`src/sv/ssm_pkg.sv`:
```
// types, codes and constants of the sorted set merge unit
`default_nettype none

package ssm_pkg;

    localparam int MAX_ELEMS_DEF = 32;
    localparam int DATA_W        = 32;

    localparam logic [1:0] OP_LOAD_FIRST  = 2'd0;
    localparam logic [1:0] OP_LOAD_SECOND = 2'd1;
    localparam logic [1:0] OP_RUN         = 2'd2;

    localparam logic [1:0] MODE_AND = 2'd0;
    localparam logic [1:0] MODE_OR  = 2'd1;
    localparam logic [1:0] MODE_SUB = 2'd2;

    typedef struct packed {
        logic [1:0]               operation;
        logic signed [DATA_W-1:0] value;
    } in_item_t;

    typedef struct packed {
        logic signed [DATA_W-1:0] element;
        logic                     last;
        logic                     empty_res;
        logic                     overflow;
    } out_item_t;

    typedef enum logic [1:0] {
        ST_IDLE,
        ST_READ,
        ST_COMPARE,
        ST_FINISH
    } ssm_state_t;

endpackage

`default_nettype wire

```
`src/sv/sorted_set_merge_ops.sv`:
```
// top level of the sorted set merge unit
//
//   channel  | signals                    | beat
//   ---------+----------------------------+-------------------------------
//   in       | in_valid/in_ready/in_data  | load into a store, or run
//   out      | out_valid/out_ready/out_data| one element of the result
//   cfg      | cfg_we/cfg_data            | combine_mode write
//
// loads stream one beat per cycle while no run is in progress
// a run does each merge step as a store read, then a compare, and ends
// with a closing step that sends the last-marked beat
// a compare holds while it would emit and the pending element cannot leave
// asynchronous active-low reset clears counts, flags and the mode register
`default_nettype none

module sorted_set_merge_ops #(
    parameter int MAX_ELEMS = ssm_pkg::MAX_ELEMS_DEF
) (
    input  wire logic               clk,
    input  wire logic               rst_n,
    input  wire logic               in_valid,
    output logic                    in_ready,
    input  wire ssm_pkg::in_item_t  in_data,
    output logic                    out_valid,
    input  wire logic               out_ready,
    output ssm_pkg::out_item_t      out_data,
    input  wire logic               cfg_we,
    input  wire logic [1:0]         cfg_data
);

    localparam int AW = (MAX_ELEMS > 1) ? $clog2(MAX_ELEMS) : 1;

    logic                              wr_a_en, wr_b_en;
    logic [AW-1:0]                     wr_a_addr, wr_b_addr;
    logic signed [ssm_pkg::DATA_W-1:0] wr_data;
    logic [AW-1:0]                     rd_a_addr, rd_b_addr;
    logic signed [ssm_pkg::DATA_W-1:0] rd_a_data, rd_b_data;

    ssm_ctrl #(
        .MAX_ELEMS (MAX_ELEMS),
        .AW        (AW)
    ) u_ctrl (
        .clk       (clk),
        .rst_n     (rst_n),
        .in_valid  (in_valid),
        .in_ready  (in_ready),
        .in_data   (in_data),
        .out_valid (out_valid),
        .out_ready (out_ready),
        .out_data  (out_data),
        .cfg_we    (cfg_we),
        .cfg_data  (cfg_data),
        .wr_a_en   (wr_a_en),
        .wr_b_en   (wr_b_en),
        .wr_a_addr (wr_a_addr),
        .wr_b_addr (wr_b_addr),
        .wr_data   (wr_data),
        .rd_a_addr (rd_a_addr),
        .rd_b_addr (rd_b_addr),
        .rd_a_data (rd_a_data),
        .rd_b_data (rd_b_data)
    );

    ssm_mem #(
        .DEPTH (MAX_ELEMS),
        .AW    (AW)
    ) u_first_set (
        .clk     (clk),
        .wr_en   (wr_a_en),
        .wr_addr (wr_a_addr),
        .wr_data (wr_data),
        .rd_addr (rd_a_addr),
        .rd_data (rd_a_data)
    );

    ssm_mem #(
        .DEPTH (MAX_ELEMS),
        .AW    (AW)
    ) u_second_set (
        .clk     (clk),
        .wr_en   (wr_b_en),
        .wr_addr (wr_b_addr),
        .wr_data (wr_data),
        .rd_addr (rd_b_addr),
        .rd_data (rd_b_data)
    );

endmodule

`default_nettype wire

```
`src/sv/ssm_mem.sv`:
```
// one element store: single write port, registered read port
`default_nettype none

module ssm_mem #(
    parameter int DEPTH = ssm_pkg::MAX_ELEMS_DEF,
    parameter int AW    = (DEPTH > 1) ? $clog2(DEPTH) : 1
) (
    input  wire logic                             clk,
    input  wire logic                             wr_en,
    input  wire logic [AW-1:0]                    wr_addr,
    input  wire logic signed [ssm_pkg::DATA_W-1:0] wr_data,
    input  wire logic [AW-1:0]                    rd_addr,
    output logic signed [ssm_pkg::DATA_W-1:0]      rd_data
);

    logic signed [ssm_pkg::DATA_W-1:0] mem [DEPTH];

    always_ff @(posedge clk)
    begin
        if (wr_en)
        begin
            mem[wr_addr] <= wr_data;
        end
    end

    always_ff @(posedge clk)
    begin
        rd_data <= mem[rd_addr];
    end

endmodule

`default_nettype wire

```
`src/sv/ssm_ctrl.sv`:
```
// load, merge walk and result register of the sorted set merge unit
`default_nettype none

module ssm_ctrl #(
    parameter int MAX_ELEMS = ssm_pkg::MAX_ELEMS_DEF,
    parameter int AW        = (MAX_ELEMS > 1) ? $clog2(MAX_ELEMS) : 1
) (
    input  wire logic                              clk,
    input  wire logic                              rst_n,
    input  wire logic                              in_valid,
    output logic                                   in_ready,
    input  wire ssm_pkg::in_item_t                 in_data,
    output logic                                   out_valid,
    input  wire logic                              out_ready,
    output ssm_pkg::out_item_t                     out_data,
    input  wire logic                              cfg_we,
    input  wire logic [1:0]                        cfg_data,
    output logic                                   wr_a_en,
    output logic                                   wr_b_en,
    output logic [AW-1:0]                          wr_a_addr,
    output logic [AW-1:0]                          wr_b_addr,
    output logic signed [ssm_pkg::DATA_W-1:0]      wr_data,
    output logic [AW-1:0]                          rd_a_addr,
    output logic [AW-1:0]                          rd_b_addr,
    input  wire logic signed [ssm_pkg::DATA_W-1:0] rd_a_data,
    input  wire logic signed [ssm_pkg::DATA_W-1:0] rd_b_data
);

    localparam int CW = $clog2(MAX_ELEMS + 1);

    ssm_pkg::ssm_state_t state_reg, state_next;
    logic [CW-1:0]       cnt_a_reg, cnt_a_next;
    logic [CW-1:0]       cnt_b_reg, cnt_b_next;
    logic [CW-1:0]       i_reg, i_next;
    logic [CW-1:0]       j_reg, j_next;
    logic                dropped_reg, dropped_next;
    logic [1:0]          mode_reg;
    logic                pend_valid_reg, pend_valid_next;
    logic signed [ssm_pkg::DATA_W-1:0] pend_reg, pend_next;
    logic                out_valid_reg, out_valid_next;
    ssm_pkg::out_item_t  out_reg, out_next;

    logic                a_done, b_done;
    logic                take_a, take_b, take_both;
    logic signed [ssm_pkg::DATA_W-1:0] sel_v;
    logic                emit;
    logic                out_free;
    logic [CW-1:0]       i_adv, j_adv;
    logic                push;
    ssm_pkg::out_item_t  push_item;

    assign wr_a_addr = cnt_a_reg[AW-1:0];
    assign wr_b_addr = cnt_b_reg[AW-1:0];
    assign wr_data   = in_data.value;
    assign rd_a_addr = i_reg[AW-1:0];
    assign rd_b_addr = j_reg[AW-1:0];
    assign out_valid = out_valid_reg;
    assign out_data  = out_reg;
    assign out_free  = !out_valid_reg || out_ready;

    // two-pointer step on the heads read last cycle
    always_comb
    begin
        a_done    = (i_reg == cnt_a_reg);
        b_done    = (j_reg == cnt_b_reg);
        take_a    = 1'b0;
        take_b    = 1'b0;
        take_both = 1'b0;
        sel_v     = rd_a_data;
        priority if (a_done)
        begin
            take_b = 1'b1;
            sel_v  = rd_b_data;
        end
        else if (b_done)
        begin
            take_a = 1'b1;
        end
        else if (rd_a_data < rd_b_data)
        begin
            take_a = 1'b1;
        end
        else if (rd_b_data < rd_a_data)
        begin
            take_b = 1'b1;
            sel_v  = rd_b_data;
        end
        else
        begin
            take_both = 1'b1;
        end
        unique case (mode_reg)
            ssm_pkg::MODE_AND: emit = take_both;
            ssm_pkg::MODE_OR:  emit = 1'b1;
            ssm_pkg::MODE_SUB: emit = take_a;
            default:           emit = 1'b0;
        endcase
        i_adv = i_reg + CW'(take_a || take_both);
        j_adv = j_reg + CW'(take_b || take_both);
    end

    always_comb
    begin
        state_next      = state_reg;
        cnt_a_next      = cnt_a_reg;
        cnt_b_next      = cnt_b_reg;
        i_next          = i_reg;
        j_next          = j_reg;
        dropped_next    = dropped_reg;
        pend_valid_next = pend_valid_reg;
        pend_next       = pend_reg;
        in_ready        = 1'b0;
        wr_a_en         = 1'b0;
        wr_b_en         = 1'b0;
        push            = 1'b0;
        push_item       = '{element: pend_reg, last: 1'b0, empty_res: 1'b0,
                            overflow: dropped_reg};
        unique case (state_reg)
            ssm_pkg::ST_IDLE:
            begin
                in_ready = 1'b1;
                if (in_valid)
                begin
                    unique case (in_data.operation)
                        ssm_pkg::OP_LOAD_FIRST:
                        begin
                            if (cnt_a_reg < CW'(MAX_ELEMS))
                            begin
                                wr_a_en    = 1'b1;
                                cnt_a_next = cnt_a_reg + CW'(1);
                            end
                            else
                            begin
                                dropped_next = 1'b1;
                            end
                        end
                        ssm_pkg::OP_LOAD_SECOND:
                        begin
                            if (cnt_b_reg < CW'(MAX_ELEMS))
                            begin
                                wr_b_en    = 1'b1;
                                cnt_b_next = cnt_b_reg + CW'(1);
                            end
                            else
                            begin
                                dropped_next = 1'b1;
                            end
                        end
                        ssm_pkg::OP_RUN:
                        begin
                            if (cnt_a_reg == '0 && cnt_b_reg == '0)
                            begin
                                state_next = ssm_pkg::ST_FINISH;
                            end
                            else
                            begin
                                state_next = ssm_pkg::ST_READ;
                            end
                        end
                        default:
                        begin
                        end
                    endcase
                end
            end
            ssm_pkg::ST_READ:
            begin
                state_next = ssm_pkg::ST_COMPARE;
            end
            ssm_pkg::ST_COMPARE:
            begin
                // hold while an older element still cannot leave
                if (!(emit && pend_valid_reg && !out_free))
                begin
                    i_next = i_adv;
                    j_next = j_adv;
                    if (emit)
                    begin
                        push            = pend_valid_reg;
                        pend_next       = sel_v;
                        pend_valid_next = 1'b1;
                    end
                    if (i_adv == cnt_a_reg && j_adv == cnt_b_reg)
                    begin
                        state_next = ssm_pkg::ST_FINISH;
                    end
                    else
                    begin
                        state_next = ssm_pkg::ST_READ;
                    end
                end
            end
            ssm_pkg::ST_FINISH:
            begin
                if (out_free)
                begin
                    push           = 1'b1;
                    push_item.last = 1'b1;
                    if (!pend_valid_reg)
                    begin
                        push_item.element   = '0;
                        push_item.empty_res = 1'b1;
                    end
                    cnt_a_next      = '0;
                    cnt_b_next      = '0;
                    i_next          = '0;
                    j_next          = '0;
                    dropped_next    = 1'b0;
                    pend_valid_next = 1'b0;
                    state_next      = ssm_pkg::ST_IDLE;
                end
            end
            default:
            begin
                state_next = ssm_pkg::ST_IDLE;
            end
        endcase
        out_valid_next = push ? 1'b1 : (out_ready ? 1'b0 : out_valid_reg);
        out_next       = push ? push_item : out_reg;
    end

    always_ff @(posedge clk or negedge rst_n)
    begin
        if (!rst_n)
        begin
            state_reg      <= ssm_pkg::ST_IDLE;
            cnt_a_reg      <= '0;
            cnt_b_reg      <= '0;
            i_reg          <= '0;
            j_reg          <= '0;
            dropped_reg    <= 1'b0;
            mode_reg       <= ssm_pkg::MODE_AND;
            pend_valid_reg <= 1'b0;
            out_valid_reg  <= 1'b0;
        end
        else
        begin
            state_reg      <= state_next;
            cnt_a_reg      <= cnt_a_next;
            cnt_b_reg      <= cnt_b_next;
            i_reg          <= i_next;
            j_reg          <= j_next;
            dropped_reg    <= dropped_next;
            pend_valid_reg <= pend_valid_next;
            out_valid_reg  <= out_valid_next;
            if (cfg_we)
            begin
                mode_reg <= cfg_data;
            end
        end
    end

    // payload registers
    always_ff @(posedge clk)
    begin
        pend_reg <= pend_next;
        out_reg  <= out_next;
    end

endmodule

`default_nettype wire

```
`config.mk`:
```
export PLATFORM = sky130hd
export DESIGN_NAME = sorted_set_merge_ops
export DESIGN_NICKNAME = d
export VERILOG_FILES = /design/src/sv/ssm_pkg.sv /design/src/sv/sorted_set_merge_ops.sv /design/src/sv/ssm_mem.sv /design/src/sv/ssm_ctrl.sv
export SDC_FILE = /design/constraint.sdc
export NUM_CORES = 2
export LEC_CHECK = 0
export BUFFER_PORTS_ARGS = -buffer_cell sky130_fd_sc_hd__buf_2
export CORE_ASPECT_RATIO = 0.7
export CORE_UTILIZATION = 45
export CTS_BUF_LIST = sky130_fd_sc_hd__clkbuf_8
export DETAILED_ROUTE_END_ITERATION = 8
export SLEW_MARGIN = 10
export SYNTH_ARGS = -nofsm -noshare
export SYNTH_HDL_FRONTEND = slang
export SYNTH_HIERARCHICAL = 1
export SYNTH_SLANG_ARGS = --single-unit
```
`constraint.sdc`:
```
create_clock -name clk -period 4.3 [get_ports clk]
set_input_delay 0 -clock clk [delete_from_list [all_inputs] [get_ports clk]]
set_output_delay 0 -clock clk [all_outputs]
set_load 0.01 [all_outputs]
```
# Word level (Yosys, flattened, before mapping)
# Memories as Yosys holds them, arrays and structs flattened. A register that Yosys moved wholly into a read port is not among the register bits.
# Cells that the tools add are included.
# totals
latch_bits	0
out_inout_bits	37
romBits	0
in_bits	41
n_memories	2
ramBits	2048
elab_cells	141
register_bits	98
# classes
eq_ne	23
addsub	4
reduce_logical	25
n_mux	68
mul	0
n_bitwise	1
shifts	0
n_lt_le_gt_ge	4
div_mod_pow	0
# memory_table
name	depth	word_bits	read_ports	rd_clocked_by_memory_dff	wr	line_no	text
u_first_set.mem	32	32	1	1	1	ssm_mem.sv:16	logic signed [ssm_pkg::DATA_W-1:0] mem [DEPTH];
u_second_set.mem	32	32	1	1	1	ssm_mem.sv:16	
# ops
cell	n
$mux 32	5
$mux 34	2
$lt 32x32->1	2
$mux 6	9
$pmux 6 s2	4
$mux 1	36
$eq 6x6->1	4
$add 6x1->6	2
$add 6x1->6 const B	2
$logic_not 6->1	2
$lt 6x6->1 const B	2
$mux 2	6
$ne 2x2->1 const B	5
$reduce_and 5->1	2
$ne 3x3->1 const B	3
$eq 2x2->1 const B	4
$ne 2x1->1 const B	4
$pmux 1 s2	4
$pmux 2 s4	1
$reduce_and 4->1	2
$eq 2x1->1 const B	3
$logic_not 2->1	3
$reduce_and 3->1	2
$reduce_and 6->1	1
other kinds (7)	15

# Logic depth before layout (Yosys ltp)
# logic_depth
word_depth	12
mapped_depth	19
ltp_nobuf	18

# Hierarchy
# The synthesis kept the hierarchy.
# by_module_without_submodules
mod	area_each_um2	seq_area_each_um2	cells_per_inst	n_inst
ssm_mem at u_first_set	40492.6	31390.1	2260	1
ssm_mem at u_second_set	40485.1	31390.1	2260	1
ssm_ctrl	6162.2	2787.7	579	1

# Worst setup path before layout
# Ideal clock, no wire load.
# synth_timing
kind	reg2reg
from	register u_first_set/rd_data[15] (netlist name) (read register of u_first_set.mem)
to	register u_ctrl.out_reg (netlist bit u_ctrl/out_data[0]), enable pin
slack_ns	0.370
required_ns	3.861
path_buffers	0
path_stages_with_launch	9
synth_period_minus_slack_ns	3.930
arrival_ns	3.491
setup_ns	0.439
cell_sequence	dfxtp_1 -> inv_1 -> ha_1 -> nand4_1 -> nor4_1 -> o2111ai_1 -> a21boi_4 -> nand4_1 -> a21oi_1
# synth_via
elab_chain_cells	10
word_cells_on_any_way	15
cone_classes	order compare (2); mux (11); reduce/logical (2)
# synth_rtl
element	line_no	text
start: declaration	ssm_mem.sv:13	output logic signed [ssm_pkg::DATA_W-1:0] rd_data
$lt 32x32->1	ssm_ctrl.sv:83	else if (rd_b_data < rd_a_data)
$mux 1	ssm_ctrl.sv:83	
$mux 1	ssm_ctrl.sv:79	else if (rd_a_data < rd_b_data)
$mux 1	ssm_ctrl.sv:75	else if (b_done)
$mux 1	ssm_ctrl.sv:70	priority if (a_done)
$pmux 1 s3 (*)	ssm_ctrl.sv:92	unique case (mode_reg)
$logic_and 1x1->1 (2 in a row)	ssm_ctrl.sv:173	if (!(emit && pend_valid_reg && !out_free))
$mux 1 (*)	ssm_ctrl.sv:173	
$pmux 1 s2 (*)	ssm_ctrl.sv:118	unique case (state_reg)
end signal: assignment	ssm_ctrl.sv:257	out_reg <= out_next;
end: declaration	ssm_ctrl.sv:41	ssm_pkg::out_item_t out_reg, out_next;
# Every way passes the cells marked *; elsewhere a longest branch is shown, timed or not.
# A chain may end at the register's enable or synchronous reset.

# Worst setup path in the final report
# layout_timing
from	register u_first_set/rd_data[23] (netlist name) (read register of u_first_set.mem)
to	register u_ctrl.state_reg[1]
# layout_via
elab_chain_cells	12
word_cells_on_any_way	28
cone_classes	add/sub (2); order compare (2); eq/ne (3); mux (15); reduce/logical (6)
# layout_rtl
element	line_no	text
$lt 32x32->1	ssm_ctrl.sv:83	
$mux 1	ssm_ctrl.sv:83	
$mux 1	ssm_ctrl.sv:79	
$mux 1	ssm_ctrl.sv:75	
$mux 1	ssm_ctrl.sv:70	
$logic_or 1x1->1 (on tied branches)	ssm_ctrl.sv:98, ssm_ctrl.sv:99	
$add 6x1->6 (on tied branches)	ssm_ctrl.sv:98, ssm_ctrl.sv:99	
$eq 6x6->1	ssm_ctrl.sv:183	if (i_adv == cnt_a_reg && j_adv == cnt_b_reg)
$logic_and 1x1->1	ssm_ctrl.sv:183	
$mux 2	ssm_ctrl.sv:183	
$mux 2	ssm_ctrl.sv:173	
$pmux 2 s4	ssm_ctrl.sv:118	
end signal: assignment	ssm_ctrl.sv:226	state_reg <= ssm_pkg::ST_IDLE;
end signal: assignment	ssm_ctrl.sv:238	state_reg <= state_next;
end: declaration	ssm_ctrl.sv:31	ssm_pkg::ssm_state_t state_reg, state_next;
# Parallel ways exist; a longest one is shown, timed or not. The select of a mux whose other input is x is not followed.

==> results by group <==
Clock network
  – Post-CTS Setup Inserts: 0
  – TritonCTS clock tree: done
  – Worst-path clk slew: 0.07 ns
  – Clock Path Buffers: 4
  – Worst-skew pair later-pin latency: approximately 0.93 ns
  – # resized after CTS: 0
  – CTS Hold Bufs: 50
  – CTS root buffer: clkbuf_8
  – Sinks on Clock Net: around 2200
  – CTS Buf Count: between 300 and 400
  – H-tree depth: 5

Global route
  – First-pass GRT wire length: roughly 330 mm
  – Initial antenna violation count: 11
  – Global route total overflow: 0
  – Gr usage total: a little under a quarter
  – Vias in the first global route: about 45000
  – Largest net degree at the start of global routing: ~140

Timing
  – Setup Skew: approximately 0.052 ns
  – Crit share post-route: a little over nine tenths
  – RSZ-0062 raised after global routing: no
  – Slew margin rel.: a little over a fifth
  – Final setup fails: 0
  – Worst slew pin tran: 1.19 ns
  – Final WS setup: ~0.24 ns
  – Total negative slack: 0 ns
  – Final hold violations: 0
  – Max Slew Vio Count: 0
  – Fmax: 246 MHz
  – Minimum clock period after layout: a little over 4 ns

Power and ir drop
  – Clock network power share: about 29%
  – Seq pwr share: between 40% and 50%
  – NetSw: roughly 0.018 W
  – Leak Pwr: ~32 nW
  – PnR Total Power: around 0.055 W
  – Switching power share of the total: between 30% and 40%
  – Maximum VDD drop: 668 µV
  – Logic pwr share: 25.8%
  – Int Pwr: 0.0374 W
  – Pwr Density: around 560 mW/mm²

Synthesis
  – Sequential share of the synthesized area: 75.2%
  – Post-synth top flop: edfxtp_1
  – Synth cell types: 71
  – Post-Syn Area: ~0.087 mm²
  – Post-Syn Area per Cell: 17.1 µm²
  – Ys async rst share: 1.40%
  – Syn. warnings: 6
  – Mapped Cells: between 5000 and 6000
  – Post-synth EDFFs: between 2000 and 2500
  – Seq cells post-synth: between 2000 and 2500
  – Post-synth net total: 5183

Detailed routing
  – DRC viols: 0
  – DRT Wirelength: between 200 and 250 mm
  – First DRT Iteration DRCs: 5528
  – DRT antenna net count: 0
  – WL per Instance: around 28 µm
  – DRT Pass-1 Iters: 6
  – Vias: about 48000
  – Via density: 5.76

Cells and area
  – Filler Cell Count: between 15000 and 20000
  – Layout Area Growth over Synthesis: 12.3%
  – Design area: ~0.098 mm²
  – Nets: roughly 5500
  – Share of cells above drive strength 1: 14.4%

Setup path
  – Worst reg2reg path depth: 18
  – CP required: between 5 and 6 ns
  – CP startpoint kind: flip-flop
  – Worst setup EP type: flip-flop
  – CP Data Arrival Time: between 4 and 5 ns
  – Crit Reg-Reg Startpoint: u_first_set/rd_data[23]
  – Max FO, Critical Path: 5
  – WS Path Type: reg2reg
  – Crit. Startpoint: u_first_set/rd_data[23]

Place
  – Placed Area: about 0.091 mm²
  – Post-DP HPWL: between 100 and 150 mm
  – Final GP Congestion: just under 0.9
  – PortBufs: slightly below 80
  – Pre-CTS setup slack: between 0.2 and 0.3 ns

Die
  – Top Ports: 78
  – Starting Density: roughly 46%
  – CORE AREA: about 0.19 mm²
  – Die Width: 528 µm
  – Die area: 0.195 mm²
  – Die Height: roughly 370 µm
  – FP Rows: between 100 and 150

Hold path
  – Hold Crit Class: in2async

Outcome
  – Status: finished, final reports clean

Job
  – Max_cap viols: 0
-- through the flow --
step | cells | util (%) | hold slack (ns)
2_1_floorplan | 5099 | - | -0.296
3_3_place_gp | 7640 | 47.7 | 0.138
3_5_place_dp | 7640 | 47.7 | 0.141
4_1_cts | 8265 | 51.1 | 0.0586
5_1_grt | 8266 | 51.1 | 0.135
6_report | 8277 | 51.1 | 0.125
-- power groups by stage --
stage / clock network (W) / registers (W) / logic, W
finish: 0.0160 / 0.0248 / 0.0142
global route: 0.0172 / 0.0249 / 0.0149
CTS: 0.0163 / 0.0248 / 0.0139
detailed placement: 0 / 0.0253 / 0.0138
global placement: 0 / 0.0253 / 0.0138
floorplan: 0 / 0.0251 / 0.00908
-- cells in the mapped netlist, types with 5 or more instances --
| master | n | area share (%) |
|---|---|---|
| clkbuf_1 | 101 | 0.44 |
| nand3_1 | 209 | 1.2 |
| and2_1 | 37 | 0.27 |
| o21ai_0 | 24 | 0.14 |
| o31ai_1 | 8 | 0.069 |
| xnor2_1 | 13 | 0.13 |
| mux2i_1 | 1026 | 12 |
| nand2b_1 | 5 | 0.036 |
| nand2_1 | 228 | 0.98 |
| nand4_1 | 14 | 0.10 |
| dfxtp_1 | 64 | 1.5 |
| a31oi_1 | 66 | 0.47 |
| xor2_1 | 6 | 0.060 |
| a22o_1 | 128 | 1.3 |
| nor3_1 | 78 | 0.45 |
| nand3b_1 | 12 | 0.10 |
| or3b_2 | 6 | 0.060 |
| a22oi_1 | 192 | 1.7 |
| nor2_1 | 87 | 0.37 |
| a21oi_1 | 222 | 1.3 |
| ha_1 | 43 | 0.62 |
| nor2b_1 | 9 | 0.065 |
| buf_1 | 11 | 0.047 |
| buf_2 | 58 | 0.33 |
| o41ai_1 | 5 | 0.050 |
| edfxtp_1 | 2115 | 73 |
| buf_6 | 34 | 0.44 |
| mux2_2 | 34 | 0.44 |
| dfrtp_1 | 31 | 0.89 |
| buf_4 | 119 | 1.0 |
| inv_1 | 47 | 0.20 |
-- metal layers --
layer  track usage [%]  up-vias  part of all wire, %
met5             0.970        -                 0.13
met4              5.41        6                  1.9
met3              8.66      287                   12
met2              29.6     2126                   39
met1              37.2    24500                   47
li1                  -    20700                    -
-- cell type report --
class	count	area, µm²	share of cell area [%]
diodes	12	30.0	0.0307
clock buffers	366	5040	5.15
clock inverters	209	976	0.997
inverters	48	180	0.184
multi-input cells	2514	19900	20.4
flip-flops and latches	2210	65600	67.0
well taps	2584	3230	3.30
repair buffers	334	2920	2.98
-- kinds of logic after synthesis --
| kind of cell | count (synthesis) | synth area share (%) |
|---|---|---|
| flops | 2210 | 75.2 |
| mux | 1061 | 12.2 |
| simple gates | 709 | 3.84 |
| compound gates | 682 | 5.35 |
| buf+inv | 375 | 2.52 |
| fa+ha+maj | 43 | 0.617 |
| xor+xnor | 19 | 0.191 |
-- path summary, 6_finish.rpt --
path / end / slack (ns)
worst min-delay path: u_ctrl/dropped_reg / 0.13
worst min register to register: u_ctrl/out_data[0] / 0.51
max in group asynchronous: u_ctrl/j_reg[0] / 3.93
worst max register to register: u_ctrl/state_reg[1] / 0.24
min in group clk: u_ctrl/out_valid / 0.21
worst max-delay path: u_ctrl/state_reg[1] / 0.24
-- cell usage in the layout, fill, tap and decap left out, drive strengths merged, types with 31 or more instances in the layout --
master | synthesis | layout
a22o | 128 | 128
edfxtp | 2115 | 2115
a31oi | 67 | 67
a22oi | 192 | 192
dfrtp | 31 | 31
nand3 | 209 | 209
buf | 222 | 285
dfxtp | 64 | 64
a21oi | 222 | 222
ha | 43 | 43
dlygate4sd3 | 0 | 49
nor2 | 89 | 89
clkinv | 0 | 89
mux2i | 1026 | 1026
nor3 | 78 | 78
and2 | 37 | 37
mux2 | 35 | 35
nand2 | 228 | 228
clkbuf | 105 | 366
inv | 48 | 161
-- worst max-delay path, stage by stage, from the launching register on --
cell	delay, ns
dfxtp_1	0.32
inv_1	0.04
ha_1	0.33
a21oi_1	0.16
o21ai_0	0.15
a221oi_1	0.41
o221ai_1	0.24
or2_4	0.32
o21ai_4	0.14
inv_1	0.05
ha_1	0.21
ha_1	0.24
and2_1	0.21
nor2b_1	0.13
o311ai_0	0.38
o31ai_1	0.15
nand3_1	0.11
o21ai_0	0.07
mux2_2	0.27
Power figures use the tool's default switching activity.
